--- src/hdl/sldr_pkg.sv ---
package sldr_pkg;

  // action codes of an input item
  localparam logic [2:0] ACT_TICK    = 3'd0;
  localparam logic [2:0] ACT_START   = 3'd1;
  localparam logic [2:0] ACT_STOP    = 3'd2;
  localparam logic [2:0] ACT_MANUAL  = 3'd3;
  localparam logic [2:0] ACT_THERMAL = 3'd4;

  // configuration register indexes
  localparam logic CFG_DURATION = 1'b0;
  localparam logic CFG_BASE     = 1'b1;

  // field widths
  localparam int ACTION_W = 3;
  localparam int AMOUNT_W = 11;
  localparam int DUTY_W   = 10;
  localparam int CFG_W    = 16;
  localparam int DUR_S_W  = 22;
  localparam int LEVEL_W  = 6;

  // fixed numbers of the dimming law
  localparam logic [10:0] UNIT_ONE       = 11'd1024;
  localparam logic [9:0]  TABLE_TOP      = 10'd992;
  localparam logic [31:0] SEC_FORM_LIMIT = 32'hFF_FFFF;
  localparam logic [31:0] MS_PER_S       = 32'd1000;
  localparam logic [31:0] MS_PER_MIN     = 32'd60000;
  localparam logic [31:0] S_PER_MIN      = 32'd60;

  // reset values of the registers
  localparam logic [15:0]        DURATION_RESET = 16'd15;
  localparam logic [15:0]        BASE_RESET     = 16'd1000;
  localparam logic [31:0]        DUR_MS_RESET   = 32'(15 * 60000);
  localparam logic [DUR_S_W-1:0] DUR_S_RESET    = DUR_S_W'(15 * 60);

  // serial step counts
  localparam int SEC_STEPS  = 32;
  localparam int IDX_STEPS  = LEVEL_W;
  localparam int DUTY_STEPS = 20;
  localparam int MUL_STEPS  = AMOUNT_W;

  typedef enum logic [3:0] {
    ST_IDLE,
    ST_EVAL,
    ST_SEC_DIV,
    ST_IDX_DIV,
    ST_LOOKUP,
    ST_MUL,
    ST_SCALE,
    ST_DUTY_DIV,
    ST_OUT
  } state_t;

  // clamp a level or factor to one full unit
  function automatic logic [10:0] sat_unit(input logic [10:0] a);
    return (a > UNIT_ONE) ? UNIT_ONE : a;
  endfunction

  // quadratic brightness curve, entry i = min((i+2)^2 / 4, 992)
  function automatic logic [9:0] level_entry(input logic [LEVEL_W-1:0] i);
    logic [6:0]  k;
    logic [13:0] sq;
    logic [11:0] q;
    k  = 7'(i) + 7'd2;
    sq = 14'(k) * 14'(k);
    q  = sq[13:2];
    return (q > 12'(TABLE_TOP)) ? TABLE_TOP : q[9:0];
  endfunction

endpackage

--- src/hdl/sldr_evt_if.sv ---
interface sldr_evt_if;
  logic                          valid;
  logic                          ready;
  logic [sldr_pkg::ACTION_W-1:0] action;
  logic [sldr_pkg::AMOUNT_W-1:0] amount;

  modport source (output valid, output action, output amount, input ready);
  modport sink   (input valid, input action, input amount, output ready);
endinterface

--- src/hdl/sldr_res_if.sv ---
interface sldr_res_if;
  logic                        valid;
  logic                        ready;
  logic [sldr_pkg::DUTY_W-1:0] pwm_duty;
  logic                        ramp_active;

  modport source (output valid, output pwm_duty, output ramp_active, input ready);
  modport sink   (input valid, input pwm_duty, input ramp_active, output ready);
endinterface

--- src/hdl/sunrise_led_dimming_ramp.sv ---
// Sunrise LED dimmer.
// evt carries one event per item: 1 ms tick, ramp start, ramp stop, manual
// level or thermal factor (amount in 1/1024 units). res carries a new PWM duty
// and the ramp flag; ticks that fall between ramp updates, start and stop
// give no item on res. Ramp length and base update period are written through
// wr_en / wr_index / wr_data; the user must write them only while the block
// is idle, and the block does not enforce this. Manual and thermal items
// pass ST_MUL, ST_SCALE, ST_DUTY_DIV over a table level, and ST_OUT. A tick
// that ends the ramp adds ST_EVAL first; a ramp update adds ST_EVAL,
// ST_SEC_DIV once elapsed time passes 0xFFFFFF ms, ST_IDX_DIV and ST_LOOKUP.
// evt takes the next item in the cycle after a result is loaded, after start,
// stop and unused codes in the next cycle, and after a tick without update
// once ST_EVAL has ended. A shared bit-serial divider (one quotient bit per
// cycle: 6 bits for the table index, 32 for ms to seconds, 20 for the duty)
// and an 11-step bit-serial multiplier work on one item at a time.
// Reset (rst, synchronous) restores 15 minutes, a 1000 ms period, a dark lamp,
// thermal factor one and a stopped ramp; res holds no item.
// A finished result waits in an output register while res stalls; evt takes
// the next item meanwhile, and work stops only at the next result.
module sunrise_led_dimming_ramp (
  input  logic                     clk,
  input  logic                     rst,
  sldr_evt_if.sink                 evt,
  sldr_res_if.source               res,
  input  logic                     wr_en,
  input  logic                     wr_index,
  input  logic [sldr_pkg::CFG_W-1:0] wr_data
);

  sldr_pkg::state_t state, state_next;

  // ramp state and configuration
  logic [31:0]                    elapsed_ms;
  logic [31:0]                    since_ms;
  logic                           ramp_running;
  logic [10:0]                    bright_value;
  logic                           bright_from_table;
  logic [10:0]                    thermal_scale;
  logic [15:0]                    base_period;
  logic [31:0]                    dur_ms;
  logic [sldr_pkg::DUR_S_W-1:0]   dur_s;
  logic [15:0]                    period;

  // serial divider
  logic [32:0] div_rem;
  logic [31:0] div_sr;
  logic [31:0] div_den;
  logic [4:0]  div_cnt;
  logic [33:0] div_shift;
  logic [33:0] div_trial;
  logic        div_qbit;
  logic [32:0] div_rem_step;
  logic [31:0] div_sr_step;
  logic        div_last;

  // serial multiplier
  logic [21:0] mul_acc;
  logic [3:0]  mul_cnt;
  logic [11:0] mul_sum;
  logic        mul_last;
  logic [31:0] num;

  // result
  logic [sldr_pkg::DUTY_W-1:0] duty;
  logic                        res_valid;
  logic                        res_duty_active;
  logic [sldr_pkg::DUTY_W-1:0] res_duty;

  logic in_fire;
  logic out_free;
  logic load_out;
  logic upd_due;
  logic ramp_over;
  logic ms_form;

  assign in_fire   = evt.valid && evt.ready;
  assign out_free  = !res_valid || res.ready;
  assign upd_due   = ramp_running && (since_ms >= {16'd0, period});
  assign ramp_over = elapsed_ms >= dur_ms;
  assign ms_form   = elapsed_ms <= sldr_pkg::SEC_FORM_LIMIT;
  assign div_last  = (div_cnt == 5'd0);
  assign mul_last  = (mul_cnt == 4'(sldr_pkg::MUL_STEPS - 1));

  // one restoring division step
  assign div_shift    = {div_rem, div_sr[31]};
  assign div_trial    = div_shift - {2'd0, div_den};
  assign div_qbit     = !div_trial[33];
  assign div_rem_step = div_qbit ? div_trial[32:0] : div_shift[32:0];
  assign div_sr_step  = {div_sr[30:0], div_qbit};

  // one shift-add multiplication step, thermal times brightness
  assign mul_sum = {1'b0, mul_acc[21:11]} +
                   (bright_value[mul_cnt] ? {1'b0, thermal_scale} : 12'd0);

  // full product times 1023
  assign num = {mul_acc, 10'd0} - {10'd0, mul_acc};

  assign res.valid       = res_valid;
  assign res.pwm_duty    = res_duty;
  assign res.ramp_active = res_duty_active;

  // state register
  always_ff @(posedge clk) begin
    if (rst) begin
      state <= sldr_pkg::ST_IDLE;
    end else begin
      state <= state_next;
    end
  end

  // next state and handshake
  always_comb begin
    state_next = state;
    evt.ready  = 1'b0;
    load_out   = 1'b0;
    unique case (state)
      sldr_pkg::ST_IDLE: begin
        evt.ready = 1'b1;
        if (evt.valid) begin
          unique case (evt.action)
            sldr_pkg::ACT_TICK:    state_next = sldr_pkg::ST_EVAL;
            sldr_pkg::ACT_MANUAL:  state_next = sldr_pkg::ST_MUL;
            sldr_pkg::ACT_THERMAL: state_next = sldr_pkg::ST_MUL;
            default:               state_next = sldr_pkg::ST_IDLE;
          endcase
        end
      end
      sldr_pkg::ST_EVAL: begin
        priority if (!upd_due) begin
          state_next = sldr_pkg::ST_IDLE;
        end else if (ramp_over) begin
          state_next = sldr_pkg::ST_MUL;
        end else if (ms_form) begin
          state_next = sldr_pkg::ST_IDX_DIV;
        end else begin
          state_next = sldr_pkg::ST_SEC_DIV;
        end
      end
      sldr_pkg::ST_SEC_DIV: begin
        if (div_last) state_next = sldr_pkg::ST_IDX_DIV;
      end
      sldr_pkg::ST_IDX_DIV: begin
        if (div_last) state_next = sldr_pkg::ST_LOOKUP;
      end
      sldr_pkg::ST_LOOKUP: begin
        state_next = sldr_pkg::ST_MUL;
      end
      sldr_pkg::ST_MUL: begin
        if (mul_last) state_next = sldr_pkg::ST_SCALE;
      end
      sldr_pkg::ST_SCALE: begin
        state_next = bright_from_table ? sldr_pkg::ST_DUTY_DIV : sldr_pkg::ST_OUT;
      end
      sldr_pkg::ST_DUTY_DIV: begin
        if (div_last) state_next = sldr_pkg::ST_OUT;
      end
      sldr_pkg::ST_OUT: begin
        if (out_free) begin
          load_out   = 1'b1;
          state_next = sldr_pkg::ST_IDLE;
        end
      end
      default: state_next = sldr_pkg::ST_IDLE;
    endcase
  end

  // ramp state, configuration and result register
  always_ff @(posedge clk) begin
    if (rst) begin
      elapsed_ms        <= '0;
      since_ms          <= '0;
      ramp_running      <= 1'b0;
      bright_value      <= '0;
      bright_from_table <= 1'b0;
      thermal_scale     <= sldr_pkg::UNIT_ONE;
      base_period       <= sldr_pkg::BASE_RESET;
      dur_ms            <= sldr_pkg::DUR_MS_RESET;
      dur_s             <= sldr_pkg::DUR_S_RESET;
      period            <= sldr_pkg::BASE_RESET;
      res_valid         <= 1'b0;
    end else begin
      // configuration writes, durations kept in ms and s
      if (wr_en) begin
        unique case (wr_index)
          sldr_pkg::CFG_DURATION: begin
            dur_ms <= 32'(wr_data) * sldr_pkg::MS_PER_MIN;
            dur_s  <= sldr_pkg::DUR_S_W'(32'(wr_data) * sldr_pkg::S_PER_MIN);
          end
          sldr_pkg::CFG_BASE: base_period <= wr_data;
          default: ;
        endcase
      end

      // update period capped at one table step of the ramp
      if (dur_ms[31:6] < {10'd0, base_period}) begin
        period <= dur_ms[21:6];
      end else begin
        period <= base_period;
      end

      // input events
      if (in_fire) begin
        unique case (evt.action)
          sldr_pkg::ACT_TICK: begin
            if (elapsed_ms != '1) elapsed_ms <= elapsed_ms + 32'd1;
            if (since_ms != '1) since_ms <= since_ms + 32'd1;
          end
          sldr_pkg::ACT_START: begin
            ramp_running <= 1'b1;
            elapsed_ms   <= '0;
          end
          sldr_pkg::ACT_STOP: begin
            ramp_running <= 1'b0;
          end
          sldr_pkg::ACT_MANUAL: begin
            ramp_running      <= 1'b0;
            bright_value      <= sldr_pkg::sat_unit(evt.amount);
            bright_from_table <= 1'b0;
          end
          sldr_pkg::ACT_THERMAL: begin
            thermal_scale <= sldr_pkg::sat_unit(evt.amount);
          end
          default: ;
        endcase
      end

      // ramp update on a due tick
      if (state == sldr_pkg::ST_EVAL && upd_due) begin
        since_ms <= '0;
        if (ramp_over) begin
          ramp_running      <= 1'b0;
          bright_value      <= sldr_pkg::UNIT_ONE;
          bright_from_table <= 1'b0;
        end
      end

      // table entry becomes the brightness
      if (state == sldr_pkg::ST_LOOKUP) begin
        bright_value      <= {1'b0, sldr_pkg::level_entry(div_sr[sldr_pkg::LEVEL_W-1:0])};
        bright_from_table <= 1'b1;
      end

      // output register
      if (load_out) begin
        res_valid <= 1'b1;
      end else if (res.ready) begin
        res_valid <= 1'b0;
      end
    end
  end

  // serial datapath
  always_ff @(posedge clk) begin
    // multiplier start
    if (state_next == sldr_pkg::ST_MUL && state != sldr_pkg::ST_MUL) begin
      mul_acc <= '0;
      mul_cnt <= '0;
    end

    unique case (state)
      sldr_pkg::ST_EVAL: begin
        if (ms_form) begin
          // index = elapsed * 64 / duration, elapsed below duration
          div_rem <= {1'b0, elapsed_ms};
          div_sr  <= '0;
          div_den <= dur_ms;
          div_cnt <= 5'(sldr_pkg::IDX_STEPS - 1);
        end else begin
          // seconds form, first elapsed / 1000
          div_rem <= '0;
          div_sr  <= elapsed_ms;
          div_den <= sldr_pkg::MS_PER_S;
          div_cnt <= 5'(sldr_pkg::SEC_STEPS - 1);
        end
      end
      sldr_pkg::ST_SEC_DIV: begin
        if (div_last) begin
          div_rem <= {1'b0, div_sr_step};
          div_sr  <= '0;
          div_den <= 32'(dur_s);
          div_cnt <= 5'(sldr_pkg::IDX_STEPS - 1);
        end else begin
          div_rem <= div_rem_step;
          div_sr  <= div_sr_step;
          div_cnt <= div_cnt - 5'd1;
        end
      end
      sldr_pkg::ST_IDX_DIV, sldr_pkg::ST_DUTY_DIV: begin
        div_rem <= div_rem_step;
        div_sr  <= div_sr_step;
        div_cnt <= div_cnt - 5'd1;
        if (state == sldr_pkg::ST_DUTY_DIV && div_last) begin
          duty <= div_sr_step[sldr_pkg::DUTY_W-1:0];
        end
      end
      sldr_pkg::ST_MUL: begin
        mul_acc <= {mul_sum, mul_acc[10:1]};
        mul_cnt <= mul_cnt + 4'd1;
      end
      sldr_pkg::ST_SCALE: begin
        if (bright_from_table) begin
          // duty = (num / 1024) / 992
          div_rem <= '0;
          div_sr  <= {num[29:10], 12'd0};
          div_den <= 32'(sldr_pkg::TABLE_TOP);
          div_cnt <= 5'(sldr_pkg::DUTY_STEPS - 1);
        end else begin
          duty <= num[29:20];
        end
      end
      default: ;
    endcase

    // result payload
    if (load_out) begin
      res_duty        <= duty;
      res_duty_active <= ramp_running;
    end
  end

endmodule

--- src/flat_wrapper.sv ---
// flat-port wrapper written by rule: the top's interface ports become plain ports
module sunrise_led_dimming_ramp_flat 
  (clk, rst, wr_en, wr_index, wr_data, evt_valid, evt_action, evt_amount, evt_ready, res_valid, res_pwm_duty, res_ramp_active, res_ready);
  sldr_evt_if evt_i ();
  sldr_res_if res_i ();
  input  logic clk;
  input  logic rst;
  input  logic wr_en;
  input  logic wr_index;
  input  logic [sldr_pkg::CFG_W-1:0] wr_data;
  input wire logic [$bits(evt_i.valid)-1:0] evt_valid;
  input wire logic [$bits(evt_i.action)-1:0] evt_action;
  input wire logic [$bits(evt_i.amount)-1:0] evt_amount;
  output wire logic [$bits(evt_i.ready)-1:0] evt_ready;
  output wire logic [$bits(res_i.valid)-1:0] res_valid;
  output wire logic [$bits(res_i.pwm_duty)-1:0] res_pwm_duty;
  output wire logic [$bits(res_i.ramp_active)-1:0] res_ramp_active;
  input wire logic [$bits(res_i.ready)-1:0] res_ready;
  assign evt_i.valid = evt_valid;
  assign evt_i.action = evt_action;
  assign evt_i.amount = evt_amount;
  assign evt_ready = evt_i.ready;
  assign res_valid = res_i.valid;
  assign res_pwm_duty = res_i.pwm_duty;
  assign res_ramp_active = res_i.ramp_active;
  assign res_i.ready = res_ready;
  sunrise_led_dimming_ramp u_core (.clk(clk), .rst(rst), .evt(evt_i), .res(res_i), .wr_en(wr_en), .wr_index(wr_index), .wr_data(wr_data));
endmodule
--- config.mk ---
export PLATFORM = sky130hd
export DESIGN_NAME = sunrise_led_dimming_ramp_flat
export DESIGN_NICKNAME = d
export VERILOG_FILES = /design/src/hdl/sldr_pkg.sv /design/src/hdl/sldr_evt_if.sv /design/src/hdl/sldr_res_if.sv /design/src/hdl/sunrise_led_dimming_ramp.sv /design/src/flat_wrapper.sv
export SDC_FILE = /design/constraint.sdc
export NUM_CORES = 1
export LEC_CHECK = 0
export BUFFER_PORTS_ARGS = -buffer_cell sky130_fd_sc_hd__buf_2
export CORE_ASPECT_RATIO = 1.75
export CORE_MARGIN = 2
export CORE_UTILIZATION = 53
export DETAILED_ROUTE_END_ITERATION = 10
export GPL_TIMING_DRIVEN = 0
export MAX_ROUTING_LAYER = met4
export PLACE_DENSITY = 0.79
export SLEW_MARGIN = 40
export SYNTH_ARGS = -nofsm -noshare
export SYNTH_HDL_FRONTEND = slang
export SYNTH_SLANG_ARGS = --single-unit
--- constraint.sdc ---
create_clock -name clk -period 7.95 [get_ports clk]
set_input_delay 1.59 -clock clk [delete_from_list [all_inputs] [get_ports clk]]
set_output_delay 1.59 -clock clk [all_outputs]
set_load 0.05 [all_outputs]
==> metrics <==
area leader, netlist=edfxtp_1; crit start category=primary input; PD cells=234 nW/um^2; final setup violation count=0; CP max stage delay=0.58 ns; Clock Skews=0.0163 ns; CP max FO=6; DRC=0; total gr overflow=0; RR Startpoint=u_core.div_sr[2]$_DFFE_PP_; post_cts resized=0; clk slew on worst S/H paths=0.07 ns; YS warnings=0; ranking of synthesized cells by area=edfxtp_1, dfxtp_1, ha_1; Avg Cell Area, Syn=9.20 um^2; CTS Hold Buffers Added=0; worst vdd ir=0.313 mV; Final period util=82.6%; status=finished clean; pin count of the biggest net entering global routing=23; Post-Route Setup TNS=0 ns; Die Wd=162 um; fin area=25100 um^2; Slew @ Worst Pin=0.947 ns; reg2reg path depth=21; Lkg Pwr=10.6 nW; Std-Cell Rows=101; Achievable Freq=152 MHz; CP max stage cell=fa_1; Die H=280 um; Total GRT Usage=29.8%; Synth top area share=19.2%; Seq/Total Area, Yosys=33.9%; Area after DPL=24100 um^2; CP Capture Type=flip-flop; Hold Violations, Final=0; nets=2955; critical path depth=18; Distinct cells, synth=84; syn_nets=2867; crit path cell chain=buf_2 > fa_1 > inv_1 > fa_1 > fa_1 > inv_1 > fa_1 > fa_1 > ha_1 > a21o_1 > a211oi_1 > nor2b_1 > o31ai_1 > o211ai_1 > a21boi_0 > o21ai_0 > xnor2_1 > o21ai_0; WP buf/inv=3; worst setup path class=in2reg; RSZ-0062 raised after global routing=false; Top FF cell, synth=dfxtp_1; clk root buf=clkbuf_16; CTS tree=done; post-DP HPWL=53700 um; R2R Path End=u_core.bright_value[0]$_SDFF_PP0_; vias per cell=6.00; most common cell in the netlist=ha_1; critical path data arrival time=7.01 ns; Critical Path RT=8.40 ns; first-pass GRT wire length=103000 um; Inserted Clock Buffers=29; Slew Limit Headroom=36.6%; CP top delay family=adder cells; CP dominant cell by count=fa_1; Max-Cap Viols=0; overall routed net length=65400 um; Yosys reg bits=317; Setup Fix Bufs, Post-CTS=0; Hold Crit Class=reg2reg; post-route ant nets=0; # fillers=3750; Area Growth Syn to Fin=8.94%; final critical-path required period=6.57 ns; asr flop ratio synth=0%; CP Launch Point=wr_data[0]; core area=43100 um^2; Slew Viols, Final=0; Skew-Pair Late Insertion Delay=0.57 ns; worst reg-to-reg setup slack=1.66 ns; Clock Sinks=317; GP Congestion=1.04; Synth top cells by count=ha_1, nor2_1, inv_1, nand2_1, dfxtp_1; final core occ=58.2%; TritonRoute pass-1 iters=5; vias in the first global route=19700; WL/cell=20.6 um; die area=45200 um^2; drt first-iter violations=1024; share of post-route cells with drive strength above 1=6.12%; number of synthesized flops with an enable pin=147; vias=19100; Port Buf Inserts=47; worst-case clock buffer depth=3; Critical Path End=u_core.dur_ms[30]$_SDFFE_PP0P_; antenna violations before repair=2; synthesized area=23000 um^2; CTS HTree Levels=1; Initial Util=53.5%; Cells after Synth=2504; IO Count=49
==> per-stage QoR <==
step | power [mW] | cells | hold WS [ns] | setup slack (ns)
final | 5.88 | 3182 | 0.420 | 1.38
after global routing | 6.20 | 3182 | 0.432 | 1.08
after CTS | 5.85 | 3180 | 0.420 | 1.42
after detailed placement | 4.43 | 3127 | 0.405 | 0.829
after global placement | 4.34 | 3117 | 0.405 | -1.13
after floorplan | 3.69 | 2504 | 0.400 | 1.27
==> logic make-up (layout without fill, tap and decap cells) <==
family / after synthesis / in the layout / synth area share, %
and+or+nand+nor: 833 / 833 / 17.8
AOI/OAI and AO/OA: 538 / 538 / 15.5
adders and majority gates: 327 / 327 / 20.7
DFF: 317 / 317 / 33.9
buffers and inverters: 314 / 424 / 5.21
xor gates and xnor gates: 148 / 148 / 5.66
muxes: 25 / 25 / 1.21
other: 2 / 4 / 0.0326
==> worst min path at each step <==
stage	depth (start not counted)	slack (ns)	from	end
5_1_grt	0	0.43	u_core.duty[2]$_DFFE_PP_	u_core.res.pwm_duty[2]$_DFFE_PP_
3_5_place_dp	0	0.40	u_core.duty[1]$_DFFE_PP_	u_core.res.pwm_duty[1]$_DFFE_PP_
4_1_cts	0	0.42	u_core.duty[1]$_DFFE_PP_	u_core.res.pwm_duty[1]$_DFFE_PP_
3_3_place_gp	0	0.41	u_core.duty[4]$_DFFE_PP_	u_core.res.pwm_duty[4]$_DFFE_PP_
6_report	0	0.42	u_core.duty[1]$_DFFE_PP_	u_core.res.pwm_duty[1]$_DFFE_PP_
2_1_floorplan	0	0.40	u_core.duty[0]$_DFFE_PP_	u_core.res.pwm_duty[0]$_DFFE_PP_
==> cell type report <==
type                            instances  area (um^2)  area share, %
Tap cell                              566          708           2.82
Multi-Input combinational cell       1873        14100           56.1
Buffer                                 92          368           1.47
Antenna cell                            2         5.00         0.0199
Clock buffer                           34          766           3.05
Inverter                              222          833           3.32
Sequential cell                       317         7820           31.1
Timing Repair Buffer                   57          337           1.34
Clock inverter                         19          193          0.768
==> registers in the layout, summed over array words and instances (netlist names), 18 cells and up <==
name / flops
u_core.div_den: 30
u_core.div_rem: 33
u_core.div_sr: 32
u_core.dur_ms: 27
u_core.dur_s: 18
u_core.elapsed_ms: 32
u_core.mul_acc: 22
u_core.since_ms: 32
==> layout by cell type (no fill, tap or decap), drive strengths merged, types with 27 or more instances in the layout <==
cell	netlist	routed
ha	236	236
nor2	229	229
inv	222	222
nand2	185	185
dfxtp	170	170
edfxtp	147	147
a21oi	142	142
nand3	122	122
o21ai	113	113
clkbuf	70	104
fa	91	91
xnor2	79	79
buf	22	79
xor2	69	69
a21o	51	51
nor3	47	47
and3	35	35
a22oi	35	35
and2	34	34
nand2b	28	28
a211oi	27	27
==> per-layer routing <==
layer  vias up  track usage, %  part of all wire [%]
met5         -               -                     0
met4         0            25.2                    10
met3       259            2.90                   3.6
met2       563            53.2                    52
met1      9222            28.8                    35
li1       9052               -                     -
==> power by group <==
group	internal [mW]	leakage, nW	switching [mW]	total [mW]
Combinational	0.994	7.44	1.55	2.54
Sequential	1.82	2.75	0.0781	1.90
Clock	0.791	0.465	0.641	1.43
Total	3.61	10.6	2.27	5.88
==> worst reg2reg max path: stages, from the launching register on <==
cell,delay (ns)
edfxtp_1,0.72
ha_1,0.41
nand3_1,0.12
xor2_1,0.44
o21ai_0,0.16
ha_1,0.29
inv_1,0.05
fa_1,0.53
inv_1,0.06
fa_1,0.53
inv_1,0.05
fa_1,0.53
inv_1,0.04
ha_1,0.34
nand2_1,0.11
o211ai_1,0.28
a41oi_2,0.19
mux2_2,0.26
a221oi_1,0.07
or3_1,0.43
or3_1,0.38
o32ai_1,0.21
Note: power is estimated with default switching activity, not from simulation.
